File: src/sv/cqoe_pkg.sv
// Package: shared widths, codes, item struct and index helpers for the odd/even queue.
`default_nettype none

package cqoe_pkg;

  // Storage geometry
  localparam int Depth = 16;
  localparam int DataW = 32;
  localparam int IdxW  = $clog2(Depth);
  localparam int CapW  = $clog2(Depth + 1);

  // Port field widths
  localparam int CmdW  = 2;
  localparam int WordW = 32;
  localparam int StatW = 2;
  localparam int CfgW  = 5;

  // Command queue between front and back
  localparam int FqDepth = 2;
  localparam int FqPtrW  = $clog2(FqDepth);
  localparam int FqCntW  = $clog2(FqDepth + 1);

  typedef enum logic [CmdW-1:0] {
    OP_INSERT  = 2'd0,
    OP_DELETE  = 2'd1,
    OP_DISPLAY = 2'd2,
    OP_DUMP    = 2'd3
  } op_e;

  typedef enum logic [StatW-1:0] {
    ST_OK    = 2'd0,
    ST_FULL  = 2'd1,
    ST_EMPTY = 2'd2
  } stat_e;

  typedef enum logic [1:0] {
    BK_IDLE,
    BK_FWD,
    BK_BWD,
    BK_DRAIN
  } bk_state_e;

  typedef struct packed {
    op_e              op;
    logic [DataW-1:0] value;
  } item_t;

  typedef struct packed {
    logic            idle;
    logic            empty;
    logic [CapW-1:0] cap;
  } bk_stat_t;

  // next slot, wrapping at the active capacity
  function automatic logic [IdxW-1:0] idx_inc(input logic [IdxW-1:0] idx,
                                              input logic [CapW-1:0] cap);
    logic [CapW-1:0] s;
    s = CapW'(idx) + CapW'(1);
    return (s == cap) ? '0 : IdxW'(s);
  endfunction

  // previous slot, wrapping at the active capacity
  function automatic logic [IdxW-1:0] idx_dec(input logic [IdxW-1:0] idx,
                                              input logic [CapW-1:0] cap);
    return (idx == '0) ? IdxW'(cap - CapW'(1)) : idx - IdxW'(1);
  endfunction

  // clamp a written capacity to 1..Depth
  function automatic logic [CapW-1:0] cap_sat(input logic [CfgW-1:0] w);
    logic [CapW-1:0] r;
    if (w == '0) begin
      r = CapW'(1);
    end else if (32'(w) > 32'(Depth)) begin
      r = CapW'(Depth);
    end else begin
      r = CapW'(w);
    end
    return r;
  endfunction

  // sign-extend a stored word to the port width
  function automatic logic [WordW-1:0] widen(input logic [DataW-1:0] d);
    return WordW'($signed(d));
  endfunction

endpackage

`default_nettype wire

File: src/sv/cqoe_cmd_if.sv
// Interface: command channel (valid/ready with command and value).
`default_nettype none

interface cqoe_cmd_if;
  logic                               valid;
  logic                               ready;
  logic [cqoe_pkg::CmdW-1:0]          command;
  logic signed [cqoe_pkg::WordW-1:0]  value;

  modport source (output valid, output command, output value, input ready);
  modport sink   (input valid, input command, input value, output ready);
endinterface

`default_nettype wire

File: src/sv/cqoe_res_if.sv
// Interface: result channel (valid/ready with status, data and last).
`default_nettype none

interface cqoe_res_if;
  logic                               valid;
  logic                               ready;
  logic [cqoe_pkg::StatW-1:0]         status;
  logic signed [cqoe_pkg::WordW-1:0]  data;
  logic                               last;

  modport source (output valid, output status, output data, output last, input ready);
  modport sink   (input valid, input status, input data, input last, output ready);
endinterface

`default_nettype wire

File: src/sv/cqoe_front.sv
// Front end: accepts command items, classifies them and queues them for the back end.
`default_nettype none

module cqoe_front (
  input  wire                 clk_i,
  input  wire                 rst_ni,
  cqoe_cmd_if.sink            cmd_i,
  output logic                q_valid_o,
  output cqoe_pkg::item_t     q_item_o,
  input  wire                 q_pop_i
);

  cqoe_pkg::item_t                  fq_mem [cqoe_pkg::FqDepth];
  logic [cqoe_pkg::FqPtrW-1:0]      wr_ptr_q, wr_ptr_d;
  logic [cqoe_pkg::FqPtrW-1:0]      rd_ptr_q, rd_ptr_d;
  logic [cqoe_pkg::FqCntW-1:0]      cnt_q, cnt_d;
  logic                             push;
  logic                             pop;
  cqoe_pkg::item_t                  in_item;

  // classify the raw command
  always_comb begin
    in_item.value = cqoe_pkg::DataW'(cmd_i.value);
    in_item.op    = cqoe_pkg::op_e'(cmd_i.command);
  end

  assign cmd_i.ready = (cnt_q != cqoe_pkg::FqCntW'(cqoe_pkg::FqDepth));
  assign push        = cmd_i.valid && cmd_i.ready;
  assign pop         = q_pop_i && (cnt_q != '0);

  assign q_valid_o = (cnt_q != '0);
  assign q_item_o  = fq_mem[rd_ptr_q];

  always_comb begin
    wr_ptr_d = wr_ptr_q;
    rd_ptr_d = rd_ptr_q;
    cnt_d    = cnt_q;
    if (push) begin
      wr_ptr_d = (wr_ptr_q == cqoe_pkg::FqPtrW'(cqoe_pkg::FqDepth - 1)) ? '0
                 : wr_ptr_q + cqoe_pkg::FqPtrW'(1);
    end
    if (pop) begin
      rd_ptr_d = (rd_ptr_q == cqoe_pkg::FqPtrW'(cqoe_pkg::FqDepth - 1)) ? '0
                 : rd_ptr_q + cqoe_pkg::FqPtrW'(1);
    end
    if (push && !pop) begin
      cnt_d = cnt_q + cqoe_pkg::FqCntW'(1);
    end else if (pop && !push) begin
      cnt_d = cnt_q - cqoe_pkg::FqCntW'(1);
    end
  end

  always_ff @(posedge clk_i) begin
    if (push) begin
      fq_mem[wr_ptr_q] <= in_item;
    end
  end

  always_ff @(posedge clk_i or negedge rst_ni) begin
    if (!rst_ni) begin
      wr_ptr_q <= '0;
      rd_ptr_q <= '0;
      cnt_q    <= '0;
    end else begin
      wr_ptr_q <= wr_ptr_d;
      rd_ptr_q <= rd_ptr_d;
      cnt_q    <= cnt_d;
    end
  end

endmodule

`default_nettype wire

File: src/sv/cqoe_back.sv
// Back end: queue state, slot memory, display/dump walker and result register.
`default_nettype none

module cqoe_back (
  input  wire                          clk_i,
  input  wire                          rst_ni,
  input  wire                          cfg_we_i,
  input  wire [cqoe_pkg::CfgW-1:0]     cfg_wdata_i,
  input  wire                          q_valid_i,
  input  wire cqoe_pkg::item_t         q_item_i,
  output logic                         q_pop_o,
  cqoe_res_if.source                   res_o,
  output cqoe_pkg::bk_stat_t           stat_o
);

  cqoe_pkg::bk_state_e              state_q, state_d;
  logic [cqoe_pkg::IdxW-1:0]        head_q, tail_q, ptr_q;
  logic                             empty_q;
  logic [cqoe_pkg::CapW-1:0]        cap_q;
  logic                             dump_q;

  logic [cqoe_pkg::DataW-1:0]       mem [cqoe_pkg::Depth];
  logic [cqoe_pkg::DataW-1:0]       rdata_q;
  logic                             rv_q, rfin_q, rbwd_q;

  logic                             pv_q, pfin_q;
  logic [cqoe_pkg::DataW-1:0]       pdata_q;

  logic                             ov_q;
  cqoe_pkg::stat_e                  ostat_q;
  logic [cqoe_pkg::WordW-1:0]       odata_q;
  logic                             olast_q;

  logic                             issuing, idle;
  logic                             out_free, keep, need, cons;
  logic                             rd_en, pass_end, iss_fin;
  logic                             pf_out, pend_out, pend_take;
  logic                             start_walk, direct;
  logic                             full;
  logic [cqoe_pkg::IdxW-1:0]        tail_nxt;
  cqoe_pkg::stat_e                  dstat;

  // ---- next state ----
  always_comb begin
    state_d = state_q;
    unique case (state_q)
      cqoe_pkg::BK_IDLE: begin
        if (q_pop_o && start_walk) begin
          state_d = cqoe_pkg::BK_FWD;
        end
      end
      cqoe_pkg::BK_FWD: begin
        if (rd_en && pass_end) begin
          state_d = dump_q ? cqoe_pkg::BK_BWD : cqoe_pkg::BK_DRAIN;
        end
      end
      cqoe_pkg::BK_BWD: begin
        if (rd_en && pass_end) begin
          state_d = cqoe_pkg::BK_DRAIN;
        end
      end
      cqoe_pkg::BK_DRAIN: begin
        if (!rv_q && !pv_q) begin
          state_d = cqoe_pkg::BK_IDLE;
        end
      end
    endcase
  end

  // ---- state decode ----
  always_comb begin
    issuing = 1'b0;
    idle    = 1'b0;
    unique case (state_q)
      cqoe_pkg::BK_IDLE:  idle    = 1'b1;
      cqoe_pkg::BK_FWD:   issuing = 1'b1;
      cqoe_pkg::BK_BWD:   issuing = 1'b1;
      cqoe_pkg::BK_DRAIN: issuing = 1'b0;
    endcase
  end

  assign out_free = !ov_q || res_o.ready;

  // walker: forward pass ends at tail, backward pass at head
  assign pass_end = (state_q == cqoe_pkg::BK_FWD) ? (ptr_q == tail_q) : (ptr_q == head_q);
  assign iss_fin  = pass_end && ((state_q == cqoe_pkg::BK_BWD) || !dump_q);

  // consumer: one entry back from memory, keep or skip it
  assign keep = !dump_q || (rbwd_q ? !rdata_q[0] : rdata_q[0]);
  always_comb begin
    if (keep) begin
      need = pv_q ? out_free : 1'b1;
    end else begin
      need = rfin_q ? out_free : 1'b1;
    end
  end
  assign cons      = rv_q && need;
  assign rd_en     = issuing && (!rv_q || cons);
  assign pf_out    = pv_q && pfin_q && out_free;
  // pending entry leaves with last set when nothing more is kept
  assign pend_out  = pf_out || (cons && keep && pv_q) || (cons && !keep && rfin_q);
  assign pend_take = cons && keep;

  // command handling in idle
  assign tail_nxt   = cqoe_pkg::idx_inc(tail_q, cap_q);
  assign full       = !empty_q && (tail_nxt == head_q);
  assign start_walk = ((q_item_i.op == cqoe_pkg::OP_DISPLAY) ||
                       (q_item_i.op == cqoe_pkg::OP_DUMP)) && !empty_q;
  assign q_pop_o    = idle && q_valid_i && (start_walk || out_free);
  assign direct     = q_pop_o && !start_walk;

  always_comb begin
    unique case (q_item_i.op)
      cqoe_pkg::OP_INSERT:  dstat = full ? cqoe_pkg::ST_FULL : cqoe_pkg::ST_OK;
      cqoe_pkg::OP_DELETE:  dstat = empty_q ? cqoe_pkg::ST_EMPTY : cqoe_pkg::ST_OK;
      cqoe_pkg::OP_DISPLAY: dstat = cqoe_pkg::ST_EMPTY;
      cqoe_pkg::OP_DUMP:    dstat = cqoe_pkg::ST_EMPTY;
    endcase
  end

  // ---- slot memory ----
  always_ff @(posedge clk_i) begin
    if (direct && (q_item_i.op == cqoe_pkg::OP_INSERT) && !full) begin
      mem[empty_q ? '0 : tail_nxt] <= q_item_i.value;
    end
    if (rd_en) begin
      rdata_q <= mem[ptr_q];
    end
  end

  // ---- payload registers ----
  always_ff @(posedge clk_i) begin
    if (rd_en) begin
      rfin_q <= iss_fin;
      rbwd_q <= (state_q == cqoe_pkg::BK_BWD);
    end
    if (pend_take) begin
      pdata_q <= rdata_q;
      pfin_q  <= rfin_q;
    end
    if (direct) begin
      ostat_q <= dstat;
      odata_q <= '0;
      olast_q <= 1'b1;
    end else if (pend_out) begin
      ostat_q <= cqoe_pkg::ST_OK;
      odata_q <= cqoe_pkg::widen(pdata_q);
      olast_q <= !(cons && keep);
    end
    if (q_pop_o && start_walk) begin
      dump_q <= (q_item_i.op == cqoe_pkg::OP_DUMP);
    end
  end

  // ---- control registers ----
  always_ff @(posedge clk_i or negedge rst_ni) begin
    if (!rst_ni) begin
      state_q <= cqoe_pkg::BK_IDLE;
      head_q  <= '0;
      tail_q  <= '0;
      ptr_q   <= '0;
      empty_q <= 1'b1;
      cap_q   <= cqoe_pkg::CapW'(cqoe_pkg::Depth);
      rv_q    <= 1'b0;
      pv_q    <= 1'b0;
      ov_q    <= 1'b0;
    end else begin
      state_q <= state_d;

      if (cfg_we_i) begin
        cap_q   <= cqoe_pkg::cap_sat(cfg_wdata_i);
        head_q  <= '0;
        tail_q  <= '0;
        empty_q <= 1'b1;
      end else if (direct && !empty_q && (q_item_i.op == cqoe_pkg::OP_DELETE)) begin
        if (head_q == tail_q) begin
          head_q  <= '0;
          tail_q  <= '0;
          empty_q <= 1'b1;
        end else begin
          head_q <= cqoe_pkg::idx_inc(head_q, cap_q);
        end
      end else if (direct && !full && (q_item_i.op == cqoe_pkg::OP_INSERT)) begin
        if (empty_q) begin
          head_q <= '0;
          tail_q <= '0;
        end else begin
          tail_q <= tail_nxt;
        end
        empty_q <= 1'b0;
      end

      // walk pointer
      if (q_pop_o && start_walk) begin
        ptr_q <= head_q;
      end else if (rd_en) begin
        if ((state_q == cqoe_pkg::BK_FWD) && pass_end) begin
          ptr_q <= tail_q;
        end else if (state_q == cqoe_pkg::BK_FWD) begin
          ptr_q <= cqoe_pkg::idx_inc(ptr_q, cap_q);
        end else begin
          ptr_q <= cqoe_pkg::idx_dec(ptr_q, cap_q);
        end
      end

      if (rd_en) begin
        rv_q <= 1'b1;
      end else if (cons) begin
        rv_q <= 1'b0;
      end

      if (pend_take) begin
        pv_q <= 1'b1;
      end else if (pend_out) begin
        pv_q <= 1'b0;
      end

      if (direct || pend_out) begin
        ov_q <= 1'b1;
      end else if (res_o.ready) begin
        ov_q <= 1'b0;
      end
    end
  end

  assign res_o.valid  = ov_q;
  assign res_o.status = ostat_q;
  assign res_o.data   = odata_q;
  assign res_o.last   = olast_q;

  assign stat_o.idle  = idle;
  assign stat_o.empty = empty_q;
  assign stat_o.cap   = cap_q;

endmodule

`default_nettype wire

File: src/sv/circular_queue_odd_even_dump.sv
// Top level: circular queue with insert, delete, display and odd/even dump commands.
//
//   channel   dir  handshake        payload
//   cmd_i     in   valid/ready      command[1:0], value[31:0] signed
//   res_o     out  valid/ready      status[1:0], data[31:0] signed, last
//   cfg       in   cfg_we_i only    cfg_wdata_i[4:0] capacity (clamped to 1..16)
//
// Insert and delete give one result item; it passes through the front queue, then the result
// register. With res_o ready and no walk running, the back end takes one command per cycle.
// Display walks from head to tail; dump walks to tail and back to head. The walker reads one
// slot per cycle from the single read port of the slot memory, unless res_o stalls.
// A walked result waits in a pending register so its last flag is known before it goes out.
// rst_ni is asynchronous, active low: empty queue, capacity 16. Slot contents are not reset.
// A stalled res_o holds the walker; the two-entry command queue lets cmd_i take two more items.
`default_nettype none

module circular_queue_odd_even_dump (
  input  wire                          clk_i,
  input  wire                          rst_ni,
  input  wire                          cfg_we_i,
  input  wire [cqoe_pkg::CfgW-1:0]     cfg_wdata_i,
  cqoe_cmd_if.sink                     cmd_i,
  cqoe_res_if.source                   res_o
);

  logic                 q_valid;
  logic                 q_pop;
  cqoe_pkg::item_t      q_item;
  cqoe_pkg::bk_stat_t   bk_stat;

  // accepts and classifies items, buffers up to two
  cqoe_front u_front (
    .clk_i     (clk_i),
    .rst_ni    (rst_ni),
    .cmd_i     (cmd_i),
    .q_valid_o (q_valid),
    .q_item_o  (q_item),
    .q_pop_i   (q_pop)
  );

  // carries out one command at a time against the queue state
  cqoe_back u_back (
    .clk_i       (clk_i),
    .rst_ni      (rst_ni),
    .cfg_we_i    (cfg_we_i),
    .cfg_wdata_i (cfg_wdata_i),
    .q_valid_i   (q_valid),
    .q_item_i    (q_item),
    .q_pop_o     (q_pop),
    .res_o       (res_o),
    .stat_o      (bk_stat)
  );

`ifndef SYNTH
  // back end only takes a command the front holds
  a_pop_valid: assert property (@(posedge clk_i) disable iff (!rst_ni)
    q_pop |-> q_valid) else $error("pop from empty command queue");

  // active capacity always within 1..Depth
  a_cap_range: assert property (@(posedge clk_i) disable iff (!rst_ni)
    (bk_stat.cap != '0) && (bk_stat.cap <= cqoe_pkg::CapW'(cqoe_pkg::Depth)))
    else $error("capacity out of range");

  // a capacity write empties the queue
  a_cfg_empty: assert property (@(posedge clk_i) disable iff (!rst_ni)
    cfg_we_i |=> bk_stat.empty) else $error("queue not empty after capacity write");

  // a result only appears after a command was taken or a walk is running
  a_res_cause: assert property (@(posedge clk_i) disable iff (!rst_ni)
    $rose(res_o.valid) |-> ($past(q_pop) || !$past(bk_stat.idle)))
    else $error("result with no command behind it");
`endif

endmodule

`default_nettype wire
File: src/flat_wrapper.sv
// flat-port wrapper written by rule: the top's interface ports become plain ports
module circular_queue_odd_even_dump_flat 
  (clk_i, rst_ni, cfg_we_i, cfg_wdata_i, cmd_i_valid, cmd_i_command, cmd_i_value, cmd_i_ready, res_o_valid, res_o_status, res_o_data, res_o_last, res_o_ready);
  cqoe_cmd_if cmd_i_i ();
  cqoe_res_if res_o_i ();
  input  wire clk_i;
  input  wire rst_ni;
  input  wire cfg_we_i;
  input  wire [cqoe_pkg::CfgW-1:0] cfg_wdata_i;
  input wire logic [$bits(cmd_i_i.valid)-1:0] cmd_i_valid;
  input wire logic [$bits(cmd_i_i.command)-1:0] cmd_i_command;
  input wire logic [$bits(cmd_i_i.value)-1:0] cmd_i_value;
  output wire logic [$bits(cmd_i_i.ready)-1:0] cmd_i_ready;
  output wire logic [$bits(res_o_i.valid)-1:0] res_o_valid;
  output wire logic [$bits(res_o_i.status)-1:0] res_o_status;
  output wire logic [$bits(res_o_i.data)-1:0] res_o_data;
  output wire logic [$bits(res_o_i.last)-1:0] res_o_last;
  input wire logic [$bits(res_o_i.ready)-1:0] res_o_ready;
  assign cmd_i_i.valid = cmd_i_valid;
  assign cmd_i_i.command = cmd_i_command;
  assign cmd_i_i.value = cmd_i_value;
  assign cmd_i_ready = cmd_i_i.ready;
  assign res_o_valid = res_o_i.valid;
  assign res_o_status = res_o_i.status;
  assign res_o_data = res_o_i.data;
  assign res_o_last = res_o_i.last;
  assign res_o_i.ready = res_o_ready;
  circular_queue_odd_even_dump u_core (.clk_i(clk_i), .rst_ni(rst_ni), .cfg_we_i(cfg_we_i), .cfg_wdata_i(cfg_wdata_i), .cmd_i(cmd_i_i), .res_o(res_o_i));
endmodule
File: config.mk
export PLATFORM = sky130hd
export DESIGN_NAME = circular_queue_odd_even_dump_flat
export DESIGN_NICKNAME = d
export VERILOG_FILES = /design/src/sv/cqoe_pkg.sv /design/src/sv/cqoe_cmd_if.sv /design/src/sv/cqoe_res_if.sv /design/src/sv/cqoe_front.sv /design/src/sv/cqoe_back.sv /design/src/sv/circular_queue_odd_even_dump.sv /design/src/flat_wrapper.sv
export SDC_FILE = /design/constraint.sdc
export NUM_CORES = 1
export LEC_CHECK = 0
export BUFFER_PORTS_ARGS = -buffer_cell sky130_fd_sc_hd__buf_2
export CORE_ASPECT_RATIO = 1.2
export CORE_MARGIN = 5
export CORE_UTILIZATION = 66
export DETAILED_ROUTE_END_ITERATION = 8
export PLACE_DENSITY = 0.87
export RECOVER_POWER = 50
export SLEW_MARGIN = 20
export SYNTH_ARGS = -nofsm -noshare
export SYNTH_HDL_FRONTEND = slang
export SYNTH_HIERARCHICAL = 1
export SYNTH_SLANG_ARGS = --single-unit
File: constraint.sdc
create_clock -name clk_i -period 9.4 [get_ports clk_i]
set_input_delay 0.47 -clock clk_i [delete_from_list [all_inputs] [get_ports clk_i]]
set_output_delay 0.47 -clock clk_i [all_outputs]
set_load 0.02 [all_outputs]
==> flow_summary.html <==
<table>
<tr><th>Metric</th><th>Value</th></tr>
<tr><th colspan="2">Timing</th></tr>
<tr><td>Max-slew violations</td><td>133</td></tr>
<tr><td>Post-route setup slack</td><td>3.77 ns</td></tr>
<tr><td>Share of the clock period used by the worst path after layout</td><td>about three fifths</td></tr>
<tr><td>Worst hold-check slack</td><td>roughly 0.063 ns</td></tr>
<tr><td>Achievable Freq</td><td>178 MHz</td></tr>
<tr><td>Setup violations, final</td><td>0</td></tr>
<tr><td>Shortest clock period the worst path allows after layout</td><td>between 5 and 6 ns</td></tr>
<tr><td>Worst slew slack as a fraction of its limit</td><td>-89.6%</td></tr>
<tr><td>Final TNS setup</td><td>0 ns</td></tr>
<tr><td>Post-Route Skew</td><td>about 0.018 ns</td></tr>
<tr><td>Unrepaired setup endpoints after global routing</td><td>false</td></tr>
<tr><td>Worst-margin pin slew</td><td>between 2 and 3 ns</td></tr>
<tr><td>Final hold vios</td><td>0</td></tr>
<tr><th colspan="2">CTS</th></tr>
<tr><td>Later-pin clock latency in the skew report</td><td>roughly 0.60 ns</td></tr>
<tr><td>Max clock buf depth</td><td>3</td></tr>
<tr><td>Post-CTS clock slew at the launch and capture registers of the worst setup and hold paths</td><td>0.06 ns</td></tr>
<tr><td>Number of H-tree branching levels</td><td>3</td></tr>
<tr><td># resized after CTS</td><td>0</td></tr>
<tr><td>Number of buffers added by the clock tree synthesis step</td><td>67</td></tr>
<tr><td>Clock tree from TritonCTS</td><td>yes</td></tr>
<tr><td>Buffer type at the clock tree root</td><td>sky130_fd_sc_hd__clkbuf_16</td></tr>
<tr><td>Total clock sinks</td><td>710</td></tr>
<tr><th colspan="2">Power</th></tr>
<tr><td>Static leakage</td><td>9.89 nW</td></tr>
<tr><td>PD cells</td><td>around 320 nW/um^2</td></tr>
<tr><td>VDD IR max</td><td>0.000268 V</td></tr>
<tr><th colspan="2">GRT</th></tr>
<tr><td>Number of antenna violations at the first check in global routing</td><td>0</td></tr>
<tr><td>Grt met2 use</td><td>50.2%</td></tr>
<tr><td>GR met1 Demand/Resource</td><td>about two fifths</td></tr>
<tr><td>Total GRT Usage</td><td>between 20 and 30%</td></tr>
<tr><td>Global routing usage on met3</td><td>approximately 6.2%</td></tr>
<tr><td>Vias in the first global route</td><td>about 15000</td></tr>
<tr><td>Largest net degree at the start of global routing</td><td>55</td></tr>
<tr><td>Most used routing layer</td><td>met2</td></tr>
<tr><td>Wire length of the first global-routing pass</td><td>98.1 mm</td></tr>
<tr><td>Overflow left after global routing</td><td>0</td></tr>
<tr><th colspan="2">Final layout</th></tr>
<tr><td>Layout overhead on the synthesized area</td><td>11.2%</td></tr>
<tr><td>Commonest non-fill, non-tap cell in the layout</td><td>sky130_fd_sc_hd__edfxtp_1</td></tr>
<tr><td>Share of post-route cells with drive strength above 1</td><td>roughly 24%</td></tr>
<tr><td>Number of antenna cells inserted</td><td>0</td></tr>
<tr><td>Number of nets in the finished design</td><td>1499</td></tr>
<tr><td>Post-layout util</td><td>74.5%</td></tr>
<tr><td>Top library cells by usage in the layout, fill and taps aside</td><td>650 x sky130_fd_sc_hd__edfxtp_1, 160 x sky130_fd_sc_hd__mux4_2, 95 x sky130_fd_sc_hd__nand2_1</td></tr>
<tr><th colspan="2">Min path</th></tr>
<tr><td>Hold-critical path depth</td><td>1</td></tr>
<tr><td>Endpoint of the worst hold-timing path</td><td>u_core/u_front/fq_mem[1][4]$_DFFE_PP_</td></tr>
<tr><td>Type of the tightest min-delay check</td><td>in2reg</td></tr>
<tr><td>Worst Hold Launch</td><td>cmd_i_value[4]</td></tr>
<tr><th colspan="2">Outcome</th></tr>
<tr><td>Violations in the final reports</td><td>max-capacitance violations, max-slew violations</td></tr>
<tr><td>Outcome</td><td>complete, but fails checks</td></tr>
<tr><th colspan="2">Setup path</th></tr>
<tr><td>CP Capture Type</td><td>flip-flop</td></tr>
<tr><td>Worst EP required</td><td>slightly below 10 ns</td></tr>
<tr><td>Worst-case register-to-register setup slack</td><td>3.77 ns</td></tr>
<tr><td>Path depth of the worst reg2reg path</td><td>7</td></tr>
<tr><td>Worst-path fanout max</td><td>24</td></tr>
<tr><td>Worst path arrival time</td><td>between 5 and 6 ns</td></tr>
<tr><td>Endpoint of the most critical register-to-register path</td><td>u_core/u_back/mem[5][14]$_DFFE_PP_</td></tr>
<tr><td>Setup CP Type</td><td>reg2reg</td></tr>
<tr><td>Worst setup SP type</td><td>flip-flop</td></tr>
<tr><td>FF-to-FF Start</td><td>u_core/u_front/rd_ptr_q$_DFFE_PN0P_</td></tr>
<tr><th colspan="2">Die</th></tr>
<tr><td>Std-Cell Rows</td><td>between 80 and 90</td></tr>
<tr><td>Height of the chip</td><td>~230 um</td></tr>
<tr><td>Area of the core region</td><td>40900 sq um</td></tr>
<tr><td>Initial cell density of the core</td><td>about 67%</td></tr>
<tr><td>Top-level port count</td><td>81</td></tr>
<tr><td>Die span in x</td><td>between 150 and 200 um</td></tr>
<tr><td>Die ar.</td><td>roughly 46000 sq um</td></tr>
<tr><th colspan="2">Detailed routing</th></tr>
<tr><td>Count of vias placed by the detailed router</td><td>around 14000</td></tr>
<tr><td>Initial drt markers</td><td>~2200</td></tr>
<tr><td>DR vias/cell</td><td>approximately 7.0</td></tr>
<tr><td>Drt wl/cell</td><td>32.6 um</td></tr>
<tr><td>Total wire length</td><td>66.4 mm</td></tr>
<tr><td>Post-DRT Antenna Nets</td><td>0</td></tr>
<tr><td>Drt drc</td><td>0</td></tr>
<tr><td>TritonRoute pass-1 iters</td><td>5</td></tr>
<tr><th colspan="2">Yosys</th></tr>
<tr><td>Total of warnings raised by yosys</td><td>6</td></tr>
<tr><td>Average footprint of a synthesized cell</td><td>around 21 sq um</td></tr>
<tr><td>Post-Syn Instances</td><td>between 1000 and 1500</td></tr>
<tr><td>Netlist area before placement</td><td>~27000 sq um</td></tr>
<tr><td>Post-Synthesis Net Count</td><td>between 1000 and 1500</td></tr>
<tr><th colspan="2">Place</th></tr>
<tr><td>Count of input and output buffers</td><td>80</td></tr>
<tr><td>DP Worst Slack</td><td>4.84 ns</td></tr>
<tr><td>Placer Congestion</td><td>around 0.85</td></tr>
<tr><td>Post-detailed-placement half-perimeter wirelength</td><td>about 33 mm</td></tr>
<tr><th colspan="2">Job</th></tr>
<tr><td>Max-cap violations</td><td>4</td></tr>
</table>
-- per-layer routing --
metal | vias to the layer above | part of all wire [%]
met5 | - | 0
met4 | 0 | 4.1
met3 | 216 | 11
met2 | 1137 | 51
met1 | 7218 | 33
li1 | 5601 | -
-- timing repair --
action,CTS,global route
buffers inserted,0,0
hold buffers,1,0
endpoints found under the hold margin,25,0
-- flip-flops by register name, indices dropped and copies added (netlist names), 4 cells and up --
signal,cells
u_core/u_back/ptr_q,4
u_core/u_back/rdata_q,32
u_core/u_back/res_o.data,32
u_core/u_back/pdata_q,32
u_core/u_back/head_q,4
u_core/u_back/cap_q,5
u_core/u_back/mem,512
u_core/u_front/fq_mem,68
u_core/u_back/tail_q,4
-- worst max-delay path by stage --
stage	startpoint	endpoint	slack, ns
floorplan	u_core/u_back/tail_q[1]$_DFFE_PN0P_	u_core/u_back/mem[14][0]$_DFFE_PP_	4.66
global placement	u_core/u_front/rd_ptr_q$_DFFE_PN0P_	u_core/u_back/mem[5][11]$_DFFE_PP_	5.07
detailed placement	u_core/u_front/rd_ptr_q$_DFFE_PN0P_	u_core/u_back/mem[5][11]$_DFFE_PP_	4.84
CTS	u_core/u_front/rd_ptr_q$_DFFE_PN0P_	u_core/u_back/mem[5][14]$_DFFE_PP_	4.72
global route	u_core/u_front/rd_ptr_q$_DFFE_PN0P_	u_core/u_back/mem[5][14]$_DFFE_PP_	3.62
finish	u_core/u_front/rd_ptr_q$_DFFE_PN0P_	u_core/u_back/mem[5][14]$_DFFE_PP_	3.77
-- worst max-delay path, cell delays in order (launching register included) --
cell	delay [ns]
sky130_fd_sc_hd__dfrtp_1	1.02
sky130_fd_sc_hd__clkbuf_1	1.14
sky130_fd_sc_hd__mux2_4	0.38
sky130_fd_sc_hd__nor3_1	0.67
sky130_fd_sc_hd__nand2_2	0.36
sky130_fd_sc_hd__or4b_4	0.66
sky130_fd_sc_hd__nor2_4	0.38
sky130_fd_sc_hd__buf_4	0.56
-- through the flow --
step	power, mW	cell area [sq um]	instances
floorplan	6.37	27400	1331
global placement	7.03	28500	1913
detailed placement	7.18	28600	1914
CTS	9.88	30700	2038
global route	10.2	30500	2038
finish	9.78	30500	2038
-- final cells by class --
type	count	area (sq um)
Tap cell	539	674
Sequential cell	710	20900
Multi-Input combinational cell	535	6190
Clock buffer	88	1830
Clock inverter	35	289
Fill cell	2155	10400
Inverter	18	67.6
Timing Repair Buffer	113	591
-- power breakdown --
group          switching, mW  internal [mW]  total [mW]
Combinational           1.64           1.04        2.67
Sequential             0.226           4.24        4.47
Clock                   1.17           1.47        2.64
Power figures use the tool's default switching activity.
